## config.mk

```make
export PLATFORM = sky130hd
export DESIGN_NAME = refcounted_slot_allocator
export DESIGN_NICKNAME = d
export VERILOG_FILES = /design/src/hw/rtl/rsa_pkg.sv /design/src/hw/rtl/rsa_count_mem.sv /design/src/hw/rtl/rsa_free_map.sv /design/src/hw/rtl/refcounted_slot_allocator.sv
export SDC_FILE = /design/constraint.sdc
export NUM_CORES = 1
export LEC_CHECK = 0
export ABC_AREA = 1
export BUFFER_PORTS_ARGS = -buffer_cell sky130_fd_sc_hd__buf_2
export CORE_ASPECT_RATIO = 1.5
export CORE_UTILIZATION = 40
export CTS_BUF_LIST = sky130_fd_sc_hd__clkbuf_2
export CTS_CLUSTER_SIZE = 12
export DETAILED_ROUTE_END_ITERATION = 10
export GPL_ROUTABILITY_DRIVEN = 0
export PLACE_DENSITY_LB_ADDON = 0.08
export SKIP_LAST_GASP = 1
export SYNTH_ARGS = -nofsm -noshare
export SYNTH_HDL_FRONTEND = slang
export SYNTH_HIERARCHICAL = 1
export SYNTH_SLANG_ARGS = --single-unit
export TNS_END_PERCENT = 5
```

## constraint.sdc

```tcl
create_clock -name clk -period 2.1 [get_ports clk]
set_input_delay 0.105 -clock clk [delete_from_list [all_inputs] [get_ports clk]]
set_output_delay 0.105 -clock clk [all_outputs]
set_load 0.1 [all_outputs]
```

## src/hw/rtl/rsa_pkg.sv

```systemverilog
// shared types and codes for the reference-counted slot allocator
package rsa_pkg;

	// default sizes
	localparam int POOL_SLOTS_DEF = 8;
	localparam int COUNT_BITS_DEF = 8;

	// operation codes
	localparam logic [1:0] KIND_ALLOC   = 2'd0;
	localparam logic [1:0] KIND_ADDREF  = 2'd1;
	localparam logic [1:0] KIND_RELEASE = 2'd2;
	localparam logic [1:0] KIND_QUERY   = 2'd3;

	// status codes
	localparam logic [1:0] ST_OK        = 2'd0;
	localparam logic [1:0] ST_EXHAUSTED = 2'd1;
	localparam logic [1:0] ST_NOT_USED  = 2'd2;
	localparam logic [1:0] ST_SATURATED = 2'd3;

	// command beat
	typedef struct packed {
		logic [1:0] kind;
		logic [2:0] slot;
	} cmd_t;

	// response beat
	typedef struct packed {
		logic [1:0] status;
		logic [2:0] granted_slot;
		logic [7:0] count_after;
		logic       slot_freed;
		logic [3:0] slots_in_use;
	} rsp_t;

	// used-map update request
	typedef struct packed {
		logic alloc;
		logic free;
	} map_upd_t;

endpackage

```

## src/hw/rtl/rsa_count_mem.sv

```systemverilog
// reference count memory, one write and one registered read port
module rsa_count_mem #(
	parameter int DEPTH = rsa_pkg::POOL_SLOTS_DEF,
	parameter int WIDTH = rsa_pkg::COUNT_BITS_DEF
) (
	input  logic                     clk,
	input  logic                     we,
	input  logic [$clog2(DEPTH)-1:0] waddr,
	input  logic [WIDTH-1:0]         wdata,
	input  logic                     re,
	input  logic [$clog2(DEPTH)-1:0] raddr,
	output logic [WIDTH-1:0]         rdata
);

	logic [WIDTH-1:0] mem [DEPTH];
	logic [WIDTH-1:0] rdata_q;

	// write port
	always_ff @(posedge clk) begin
		if (we) begin
			mem[waddr] <= wdata;
		end
	end

	// read port, registered read data
	always_ff @(posedge clk) begin
		if (re) begin
			rdata_q <= mem[raddr];
		end
	end

	assign rdata = rdata_q;

endmodule

```

## src/hw/rtl/rsa_free_map.sv

```systemverilog
// used-slot bitmap, lowest free slot finder and used counter
module rsa_free_map #(
	parameter int POOL_SLOTS = rsa_pkg::POOL_SLOTS_DEF
) (
	input  logic                                clk,
	input  logic                                arst_n,
	input  rsa_pkg::map_upd_t                   upd,
	input  logic [$clog2(POOL_SLOTS)-1:0]       upd_idx,
	input  logic [$clog2(POOL_SLOTS)-1:0]       chk_idx,
	output logic                                chk_used,
	output logic [$clog2(POOL_SLOTS)-1:0]       free_idx,
	output logic                                any_free,
	output logic [$clog2(POOL_SLOTS+1)-1:0]     used_q,
	output logic [$clog2(POOL_SLOTS+1)-1:0]     used_next
);

	localparam int SW = $clog2(POOL_SLOTS);
	localparam int UW = $clog2(POOL_SLOTS + 1);

	logic [POOL_SLOTS-1:0] in_use_q;
	logic [UW-1:0]         used_cnt_q;

	// lowest free slot
	always_comb begin
		free_idx = '0;
		any_free = 1'b0;
		for (int i = POOL_SLOTS - 1; i >= 0; i--) begin
			if (!in_use_q[i]) begin
				free_idx = SW'(i);
				any_free = 1'b1;
			end
		end
	end

	assign chk_used = in_use_q[chk_idx];

	// used count after the pending update
	always_comb begin
		used_next = used_cnt_q;
		if (upd.alloc) begin
			used_next = used_cnt_q + UW'(1);
		end else if (upd.free) begin
			used_next = used_cnt_q - UW'(1);
		end
	end

	// bitmap and counter
	always_ff @(posedge clk or negedge arst_n) begin
		if (!arst_n) begin
			in_use_q   <= '0;
			used_cnt_q <= '0;
		end else begin
			if (upd.alloc) begin
				in_use_q[upd_idx] <= 1'b1;
			end else if (upd.free) begin
				in_use_q[upd_idx] <= 1'b0;
			end
			used_cnt_q <= used_next;
		end
	end

	assign used_q = used_cnt_q;

`ifndef SYNTHESIS
	// counter tracks the bitmap
	a_count_matches: assert property (@(posedge clk) disable iff (!arst_n)
		$countones(in_use_q) == int'(used_cnt_q))
		else $error("used counter disagrees with bitmap");

	// allocate only takes a free slot
	a_alloc_free: assert property (@(posedge clk) disable iff (!arst_n)
		upd.alloc |-> !in_use_q[upd_idx])
		else $error("allocate on a used slot");

	// release only frees a used slot
	a_free_used: assert property (@(posedge clk) disable iff (!arst_n)
		upd.free |-> in_use_q[upd_idx])
		else $error("free on an unused slot");
`endif

endmodule

```

## src/hw/rtl/refcounted_slot_allocator.sv

```systemverilog
// top level: command sequencing and count read-modify-write
//
// channel   dir  handshake                      payload
// command   in   start, taken when busy is low  cmd  (kind, slot)
// response  out  done strobe, one cycle         rsp  (status, granted_slot,
//                                                     count_after, slot_freed,
//                                                     slots_in_use)
//
// one command at a time: the count memory read takes the cycle after
// the command beat, then the write back and the response register follow.
// busy is high for that one read cycle; done is registered from stage 1.
// reset clears the used bitmap and counter; counts of free slots read as zero.
// the response cannot be stalled.
module refcounted_slot_allocator #(
	parameter int POOL_SLOTS = rsa_pkg::POOL_SLOTS_DEF,
	parameter int COUNT_BITS = rsa_pkg::COUNT_BITS_DEF
) (
	input  logic          clk,
	input  logic          arst_n,
	input  logic          start,
	output logic          busy,
	input  rsa_pkg::cmd_t cmd,
	output logic          done,
	output rsa_pkg::rsp_t rsp
);

	localparam int SW = $clog2(POOL_SLOTS);
	localparam int UW = $clog2(POOL_SLOTS + 1);
	localparam logic [COUNT_BITS-1:0] CNT_MAX = {COUNT_BITS{1'b1}};
	localparam logic [COUNT_BITS-1:0] CNT_ONE = COUNT_BITS'(1);

	logic              accept;
	logic [SW-1:0]     cmd_idx;
	logic              in_range;
	logic              chk_used;
	logic [SW-1:0]     free_idx;
	logic              any_free;
	logic [UW-1:0]     used_q;
	logic [UW-1:0]     used_next;

	// stage 1 registers
	logic              vld_s1;
	logic [1:0]        kind_s1;
	logic [2:0]        slot_s1;
	logic [SW-1:0]     idx_s1;
	logic              hit_s1;
	logic              any_free_s1;
	logic [SW-1:0]     free_idx_s1;

	logic [COUNT_BITS-1:0] cnt_rd;
	logic                  wr_en;
	logic [SW-1:0]         wr_idx;
	logic [COUNT_BITS-1:0] wr_data;
	rsa_pkg::map_upd_t     upd;
	rsa_pkg::rsp_t         rsp_d;
	rsa_pkg::rsp_t         rsp_q;
	logic                  done_q;

	// command beat
	assign busy     = vld_s1;
	assign accept   = start && !busy;
	assign cmd_idx  = SW'(cmd.slot);
	assign in_range = 32'(cmd.slot) < 32'(POOL_SLOTS);

	rsa_free_map #(
		.POOL_SLOTS(POOL_SLOTS)
	) u_map (
		.clk      (clk),
		.arst_n   (arst_n),
		.upd      (upd),
		.upd_idx  (wr_idx),
		.chk_idx  (cmd_idx),
		.chk_used (chk_used),
		.free_idx (free_idx),
		.any_free (any_free),
		.used_q   (used_q),
		.used_next(used_next)
	);

	rsa_count_mem #(
		.DEPTH(POOL_SLOTS),
		.WIDTH(COUNT_BITS)
	) u_mem (
		.clk  (clk),
		.we   (wr_en),
		.waddr(wr_idx),
		.wdata(wr_data),
		.re   (accept),
		.raddr((cmd.kind == rsa_pkg::KIND_ALLOC) ? free_idx : cmd_idx),
		.rdata(cnt_rd)
	);

	// stage 1 control
	always_ff @(posedge clk or negedge arst_n) begin
		if (!arst_n) begin
			vld_s1 <= 1'b0;
		end else begin
			vld_s1 <= accept;
		end
	end

	// stage 1 payload
	always_ff @(posedge clk) begin
		if (accept) begin
			kind_s1     <= cmd.kind;
			slot_s1     <= cmd.slot;
			idx_s1      <= cmd_idx;
			hit_s1      <= in_range && chk_used;
			any_free_s1 <= any_free;
			free_idx_s1 <= free_idx;
		end
	end

	// count update and response
	always_comb begin
		wr_en     = 1'b0;
		wr_idx    = idx_s1;
		wr_data   = cnt_rd;
		upd.alloc = 1'b0;
		upd.free  = 1'b0;
		rsp_d.status       = rsa_pkg::ST_OK;
		rsp_d.granted_slot = slot_s1;
		rsp_d.count_after  = '0;
		rsp_d.slot_freed   = 1'b0;
		unique case (kind_s1)
			rsa_pkg::KIND_ALLOC: begin
				wr_idx             = free_idx_s1;
				rsp_d.granted_slot = '0;
				if (any_free_s1) begin
					wr_en              = vld_s1;
					wr_data            = CNT_ONE;
					upd.alloc          = vld_s1;
					rsp_d.granted_slot = 3'(free_idx_s1);
					rsp_d.count_after  = 8'(CNT_ONE);
				end else begin
					rsp_d.status = rsa_pkg::ST_EXHAUSTED;
				end
			end
			rsa_pkg::KIND_QUERY: begin
				rsp_d.count_after = hit_s1 ? 8'(cnt_rd) : 8'd0;
			end
			rsa_pkg::KIND_ADDREF: begin
				if (!hit_s1) begin
					rsp_d.status = rsa_pkg::ST_NOT_USED;
				end else if (cnt_rd == CNT_MAX) begin
					rsp_d.status      = rsa_pkg::ST_SATURATED;
					rsp_d.count_after = 8'(cnt_rd);
				end else begin
					wr_en             = vld_s1;
					wr_data           = cnt_rd + CNT_ONE;
					rsp_d.count_after = 8'(cnt_rd + CNT_ONE);
				end
			end
			rsa_pkg::KIND_RELEASE: begin
				if (!hit_s1) begin
					rsp_d.status = rsa_pkg::ST_NOT_USED;
				end else if (cnt_rd <= CNT_ONE) begin
					// last reference gone: slot goes back to the pool
					wr_en            = vld_s1;
					wr_data          = '0;
					upd.free         = vld_s1;
					rsp_d.slot_freed = 1'b1;
				end else begin
					wr_en             = vld_s1;
					wr_data           = cnt_rd - CNT_ONE;
					rsp_d.count_after = 8'(cnt_rd - CNT_ONE);
				end
			end
			default: begin
				rsp_d.status = rsa_pkg::ST_OK;
			end
		endcase
		rsp_d.slots_in_use = 4'(used_next);
	end

	// response register
	always_ff @(posedge clk or negedge arst_n) begin
		if (!arst_n) begin
			done_q <= 1'b0;
		end else begin
			done_q <= vld_s1;
		end
	end

	always_ff @(posedge clk) begin
		if (vld_s1) begin
			rsp_q <= rsp_d;
		end
	end

	assign done = done_q;
	assign rsp  = rsp_q;

`ifndef SYNTHESIS
	// one command in flight: read cycle is followed by the response
	a_one_in_flight: assert property (@(posedge clk) disable iff (!arst_n)
		vld_s1 |=> done_q && !vld_s1)
		else $error("command overlap or missing response");

	// accepted command always raises busy
	a_accept_busy: assert property (@(posedge clk) disable iff (!arst_n)
		accept |=> busy)
		else $error("busy not raised after command beat");

	// exhaustion only with a full pool
	a_exhausted_full: assert property (@(posedge clk) disable iff (!arst_n)
		done_q && rsp_q.status == rsa_pkg::ST_EXHAUSTED
		|-> rsp_q.slots_in_use == 4'(POOL_SLOTS))
		else $error("exhausted reported with free slots");

	// used counter never exceeds the pool
	a_used_bound: assert property (@(posedge clk) disable iff (!arst_n)
		int'(used_q) <= POOL_SLOTS)
		else $error("used counter out of range");
`endif

endmodule
```

==> flow_metrics.env, run 1 <==
export IMPL_p_int_mw=3.61
export IMPL_grt_setup_unrepaired="yes"
export IMPL_via_per_inst=4.78
export IMPL_crit_required_ns=2.48
export IMPL_yosysSeqAreaShare_pct=57.6
export IMPL_p_sw_mw=1.66
export IMPL_fp_dieW_um=100
export IMPL_cts_tree="built"
export IMPL_finalSetupViolCount=0
export IMPL_fin_nets=763
export IMPL_path_cells="buf_4 -> ha_1 -> o21ai_2 -> inv_1 -> nor2_1 -> o21ai_1 -> buf_6"
export IMPL_status="finished clean"
export IMPL_place_ws_ns=-0.0374
export IMPL_avgSynthCellArea_um2=9.12
export IMPL_syn_to_final_growth_pct=21.8
export IMPL_p_comb_share_pct=20.1
export IMPL_seq_area_mm2=0.00336
export IMPL_critPathSlowestCell="edfxtp_1"
export IMPL_gr_usage_all_layers_pct=20.2
export IMPL_crit_start="kind_s1[0]$_DFFE_PP_"
export IMPL_tightestPinTransition_ns=0.689
export IMPL_numCtsBuffers=17
export IMPL_grt_pass1_wl_um=22800
export IMPL_fin_crit_sh_pct=97.1
export IMPL_port_buffers=27
export IMPL_post_route_util_pct=50.2
export IMPL_clk_latency_ns=0.63
export IMPL_min_delay_start="cmd[3]"
export IMPL_placed_cell_area_mm2=0.00657
export IMPL_ioPinCount=28
export IMPL_drv_cap=0
export IMPL_worstSetupPathType="reg2reg"
export IMPL_async_flop_share_pct=12.3
export IMPL_start_kind="register"
export IMPL_dpl_hpwl_um=10500
export IMPL_multiInputGateArea_mm2=0.00197
export IMPL_ctsHtreeMaxLevel=4
export IMPL_dp_cells=901
export IMPL_synth_nets=656
export IMPL_final_cell_mix="nand2_1, inv_1, edfxtp_1"
export IMPL_layout_commonest_cell="nand2_1"
export IMPL_peakVddDrop_mv=0.316
export IMPL_timing_fmax_mhz=490
export IMPL_die_h_um=150
export IMPL_max_stage_delay_ns=0.44
export IMPL_seqPwrFrac_pct=51.0
export IMPL_leakagePower_nw=3.28
export IMPL_fin_ws_ns=0.0605
export IMPL_yosysWarningCount=6
export IMPL_power_density_mw_per_mm2=744
export IMPL_r2r_start="kind_s1[0]$_DFFE_PP_"
export IMPL_slew_headroom_pct=53.9
export IMPL_hold_viol=0
export IMPL_power_mw=5.27
export IMPL_cts_sinks=114
export IMPL_ys_ff_latch=114
export IMPL_grt_pass1_vias=4655
export IMPL_fin_cells=951
export IMPL_num_rows=53
export IMPL_fill_cells=1355
export IMPL_grt_max_degree=22
export IMPL_cp_max_fo=8
export IMPL_cp_arrival_ns=2.42
export IMPL_ys_top_cells_by_area="edfxtp_1, nand2_1, inv_1"
export IMPL_yosys_area_top_type="edfxtp_1"
export IMPL_wire_per_inst_um=14.8
export IMPL_root_buffer="clkbuf_2"
export IMPL_coreArea_mm2=0.0141
export IMPL_clock_path_buffers=2
export IMPL_grt_overflow_total=0
export IMPL_p_clk_share_pct=28.8
export IMPL_endpoint_kind="register"
export IMPL_drc=0
export IMPL_synth_main_ff_cell="edfxtp_1"
export IMPL_fin_tns_setup_ns=0
export IMPL_synthCells=638
export IMPL_min_period_ns=2.04
export IMPL_hold_class="in2reg"
export IMPL_layout_drive_gt1_share_pct=23.0
export IMPL_path_clk_slew_ns=0.16
export IMPL_report_final_slew_viol_count=0
export IMPL_dieArea_mm2=0.0150
export IMPL_final_cell_area_mm2=0.00709
export IMPL_num_vias=4544
export IMPL_ant_nets=0
export IMPL_synth_top_area_share_pct=51.6
export IMPL_grt_antenna_before_repair=1
export IMPL_synth_cell_type_count=31
export IMPL_dr_pass1_iters=5
export IMPL_start_util_pct=41.2
export IMPL_syn_area_mm2=0.00582
export IMPL_hold_ws_ns=0.256
export IMPL_drt_initial_drc_count=247
export IMPL_wl_um=14100
export IMPL_switching_share_pct=31.5
export IMPL_clock_skew_ns=0.0324
export IMPL_synth_edff_count=100
[flip-flops by register name (all words and copies together) (netlist names), named ones only]
signal / flops
any_free_s1: 1
busy: 1
done: 1
free_idx_s1: 3
hit_s1: 1
idx_s1: 3
kind_s1: 2
rsp: 18
u_map/used_q: 4
u_mem/mem: 64
u_mem/rdata: 8
[cell type report]
type	count	share of cell area, %
well taps	192	3.39
multi-input cells	393	27.8
repair buffers	103	11.6
flip-flops and latches	114	47.4
clock buffers	17	1.20
diodes	1	0.0353
inverters	116	6.29
clock inverters	15	2.35
[synth_stat cells (4+ instances only)]
master	count
nand2_1	205
inv_1	108
edfxtp_1	100
nand3_1	57
nor2_1	39
o21ai_0	17
dfrtp_1	14
a21oi_1	12
ha_1	10
buf_6	9
o21ai_1	7
a31oi_1	6
inv_2	6
mux2_2	6
buf_4	4
nand4_1	4
o211ai_1	4
xor2_1	4
[critical path: cells and delay by family, from the launching register on]
family | cells | cell delay [ns]
compound gates | 2 | 0.30
flops | 1 | 0.44
buf+inv | 3 | 0.43
simple gates | 1 | 0.41
fa+ha+maj | 1 | 0.23
[final timing paths]
check,endpoint,slack (ns),cells past startpoint
hold / removal,kind_s1[0]$_DFFE_PP_,0.26,2
hold reg to reg,u_map/used_q[3]$_DFF_PN0_,0.55,3
max in group asynchronous,busy$_DFF_PN0_,1.00,3
setup reg to reg,u_mem/mem[1][4]$_DFFE_PP_,0.06,7
min in group asynchronous,asynchronous set/reset pin,0.56,3
setup / recovery,u_mem/mem[1][4]$_DFFE_PP_,0.06,7
[per-layer routing]
layer	wire length, um	vias to the layer above	GRT usage (%)
li1	-	2264	-
met1	5360	2112	20.6
met2	7710	127	37.9
met3	434	41	4.11
met4	587	0	11.2
met5	0	-	0
[power groups by stage]
stage | logic, mW | registers, mW | clock network (mW)
2_1_floorplan | 0.421 | 2.99 | 0
3_3_place_gp | 1.01 | 2.74 | 0
3_5_place_dp | 1.01 | 2.74 | 0
4_1_cts | 1.03 | 2.69 | 1.59
5_1_grt | 1.16 | 2.71 | 1.67
6_report | 1.06 | 2.69 | 1.52
[cell families (layout without fill, tap and decap cells)]
family / count (synthesis) / after routing / share of synthesized area [%]
and+or+nand+nor: 323 / 323 / 23.6
buffers and inverters: 131 / 251 / 10.0
DFF: 114 / 114 / 57.6
AOI/OAI and AO/OA: 50 / 50 / 4.84
adders and majority gates: 10 / 10 / 2.15
muxes: 6 / 6 / 1.16
xor gates and xnor gates: 4 / 4 / 0.602
other: 0 / 1 / 0
[repair_timing]
item,in CTS,in global routing
gates resized for setup,2,33
endpoints found under the setup margin,8,127
pin swaps,0,12
hold buffers,8,0
endpoints found under the hold margin,37,0
buffers inserted,1,8
Note: power is estimated with default switching activity, not from simulation.
==> inputs of run 2 (changes only) <==
--- a/config.mk
+++ b/config.mk
@@ -6,14 +6,13 @@
 export NUM_CORES = 1
 export LEC_CHECK = 0
 export ABC_AREA = 1
-export BUFFER_PORTS_ARGS = -buffer_cell sky130_fd_sc_hd__buf_2
+export BUFFER_PORTS_ARGS = -buffer_cell sky130_fd_sc_hd__buf_4
 export CORE_ASPECT_RATIO = 1.5
 export CORE_UTILIZATION = 40
 export CTS_BUF_LIST = sky130_fd_sc_hd__clkbuf_2
 export CTS_CLUSTER_SIZE = 12
 export DETAILED_ROUTE_END_ITERATION = 10
 export GPL_ROUTABILITY_DRIVEN = 0
-export PLACE_DENSITY_LB_ADDON = 0.08
 export SKIP_LAST_GASP = 1
 export SYNTH_ARGS = -nofsm -noshare
 export SYNTH_HDL_FRONTEND = slang
==> run 2 against run 1 <==
- clock power up 12%
- sequential share of layout area rose by 0.20 points
- global-route usage decreased by 0.57 points
- wire length fell by 0.43%
- highest routed layer unchanged
- non-clock buffer count fell by 17
- combinational power barely moved
- clock skew is 0.0029 ns lower
- critical path depth is 2 higher
- count of clock-buffer cells in the layout did not move
- die area did not move
- register-to-register slack is essentially flat
==> flow_metrics.env, run 2 (same netlist as run 1, synthesis figures left out) <==
export IMPL_fp_dieW_um=100
export IMPL_layout_commonest_cell="nand2_1"
export IMPL_r2r_start="kind_s1[1]$_DFFE_PP_"
export IMPL_dp_cells=890
export IMPL_largest_register="u_mem/mem"
export IMPL_path_clk_slew_ns=0.20
export IMPL_ff2ff_path_depth=9
export IMPL_drt_initial_drc_count=221
export IMPL_grt_pass1_vias=4634
export IMPL_crit_required_ns=2.50
export IMPL_p_clk_share_pct=31.2
export IMPL_start_util_pct=41.2
export IMPL_coreArea_mm2=0.0141
export IMPL_grt_setup_unrepaired="yes"
export IMPL_ctsHtreeMaxLevel=4
export IMPL_report_final_slew_viol_count=0
export IMPL_min_delay_start="cmd[3]"
export IMPL_worstSetupPathType="reg2reg"
export IMPL_endpoint_kind="register"
export IMPL_p_int_mw=3.66
export IMPL_status="finished clean"
export IMPL_finalSetupViolCount=0
export IMPL_r2r_slack_ns=0.06
export IMPL_p_sw_mw=1.79
export IMPL_p_comb_share_pct=19.4
export IMPL_drv_cap=0
export IMPL_final_cell_mix="nand2_1, inv_1, edfxtp_1"
export IMPL_num_vias=4571
export IMPL_largest_reg_flops=64
export IMPL_dr_pass1_iters=5
export IMPL_grt_max_degree=33
export IMPL_drc=0
export IMPL_dieArea_mm2=0.0150
export IMPL_gr_usage_all_layers_pct=19.7
export IMPL_switching_share_pct=32.9
export IMPL_wl_um=14000
export IMPL_power_mw=5.46
export IMPL_tightestPinTransition_ns=0.755
export IMPL_ant_nets=0
export IMPL_root_buffer="clkbuf_2"
export IMPL_cp_arrival_ns=2.44
export IMPL_clk_latency_ns=0.68
export IMPL_cp_max_fo=8
export IMPL_seqPwrFrac_pct=49.3
export IMPL_num_rows=53
export IMPL_hold_path_endpoint="kind_s1[0]$_DFFE_PP_"
export IMPL_grt_pass1_wl_um=22000
export IMPL_timing_fmax_mhz=490
export IMPL_fin_nets=746
export IMPL_port_buffers=27
export IMPL_r2r_end="u_mem/mem[5][6]$_DFFE_PP_"
export IMPL_start_kind="register"
export IMPL_fill_cells=1312
export IMPL_cts_sinks=114
export IMPL_fin_crit_sh_pct=97.1
export IMPL_whs_path_depth=2
export IMPL_min_period_ns=2.04
export IMPL_die_h_um=150
export IMPL_dpl_hpwl_um=9910
export IMPL_syn_to_final_growth_pct=21.3
export IMPL_grt_antenna_before_repair=1
export IMPL_clock_path_buffers=2
export IMPL_hold_class="in2reg"
export IMPL_ioPinCount=28
export IMPL_cts_tree="built"
export IMPL_layout_drive_gt1_share_pct=21.7
export IMPL_wire_per_inst_um=15.0
export IMPL_leakagePower_nw=3.25
export IMPL_slew_headroom_pct=49.5
export IMPL_grt_overflow_total=0
export IMPL_clock_skew_ns=0.0295
export IMPL_via_per_inst=4.89
export IMPL_hold_viol=0
export IMPL_peakVddDrop_mv=0.299
export IMPL_power_density_mw_per_mm2=773
export IMPL_numCtsBuffers=17
export IMPL_post_route_util_pct=50.0
export IMPL_fin_cells=934
-- run 2: changes by cell type in the layout (fill, tap and decap cells not counted), sizes merged --
cell,delta
buf,-17
clkinvlp,-3
clkinv,-3
inv,+6
-- run 2: through the flow --
stage	hold WS (ns)	setup slack [ns]	setup TNS (ns)	instance area, um2
5_1_grt	0.101	-0.0419	-1.39	7060
6_report	0.170	0.0604	0	7060
4_1_cts	0.0997	-0.0203	-0.0203	6910
2_1_floorplan	-0.191	-0.0499	-2.69	5820
3_3_place_gp	-0.0326	0.0395	0	6550
3_5_place_dp	-0.0270	-0.0225	-0.123	6550
-- run 2: power by group through the flow --
stage	Sequential [mW]	Combinational (mW)	Clock (mW)
6_report	2.69	1.06	1.70
5_1_grt	2.71	1.14	1.85
4_1_cts	2.69	1.03	1.75
3_5_place_dp	2.74	1.02	0
3_3_place_gp	2.74	1.00	0
2_1_floorplan	2.99	0.421	0
-- run 2: how the worst max path moves through the flow --
stage | start | end | slack, ns | depth (start not counted)
floorplan | busy$_DFF_PN0_ | u_mem/mem[1][0]$_DFFE_PP_ | -0.05 | 6
global placement | kind_s1[1]$_DFFE_PP_ | u_mem/mem[0][2]$_DFFE_PP_ | 0.04 | 9
detailed placement | u_mem/rdata[1]$_DFFE_PP_ | rsp[3]$_DFFE_PP_ | -0.02 | 11
CTS | u_mem/rdata[1]$_DFFE_PP_ | rsp[3]$_DFFE_PP_ | -0.02 | 11
global route | register | u_mem/rdata[5]$_DFFE_PP_ | -0.04 | 14
finish | kind_s1[1]$_DFFE_PP_ | u_mem/mem[5][6]$_DFFE_PP_ | 0.06 | 9
-- run 2: routing by layer --
metal  share of wire [%]  GRT usage, %  routed length [um]
met1                  38          20.3                5310
met2                  53          36.1                7470
met3                 4.7          4.30                 653
met4                 4.3          11.5                 603
met5                   0             0                   0
-- run 2: critical path, cell delays in order, from the launching register on --
cell      delay, ns
edfxtp_1       0.46
inv_1          0.13
ha_2           0.27
nand2_1        0.08
nor2_1         0.13
a31oi_1        0.08
nor2_2         0.19
nand2_2        0.13
nor2_1         0.13
buf_4          0.19
-- run 2: final cells by class --
| type | count | area [um2] | area share, % |
|---|---|---|---|
| diodes | 1 | 2.50 | 0.0355 |
| clock buffers | 17 | 85.1 | 1.21 |
| inverters | 116 | 448 | 6.35 |
| clock inverters | 15 | 198 | 2.80 |
| flip-flops and latches | 114 | 3360 | 47.6 |
| repair buffers | 86 | 769 | 10.9 |
| multi-input cells | 393 | 1960 | 27.7 |
| well taps | 192 | 240 | 3.40 |
-- run 2: timing repair --
action / 4_1_cts / 5_1_grt
gates resized for setup: 2 / 39
endpoints found under the hold margin: 45 / 0
setup buffers: 0 / 3
setup endpoints to repair: 25 / 121
hold buffers: 8 / 0
pin swaps: 0 / 10
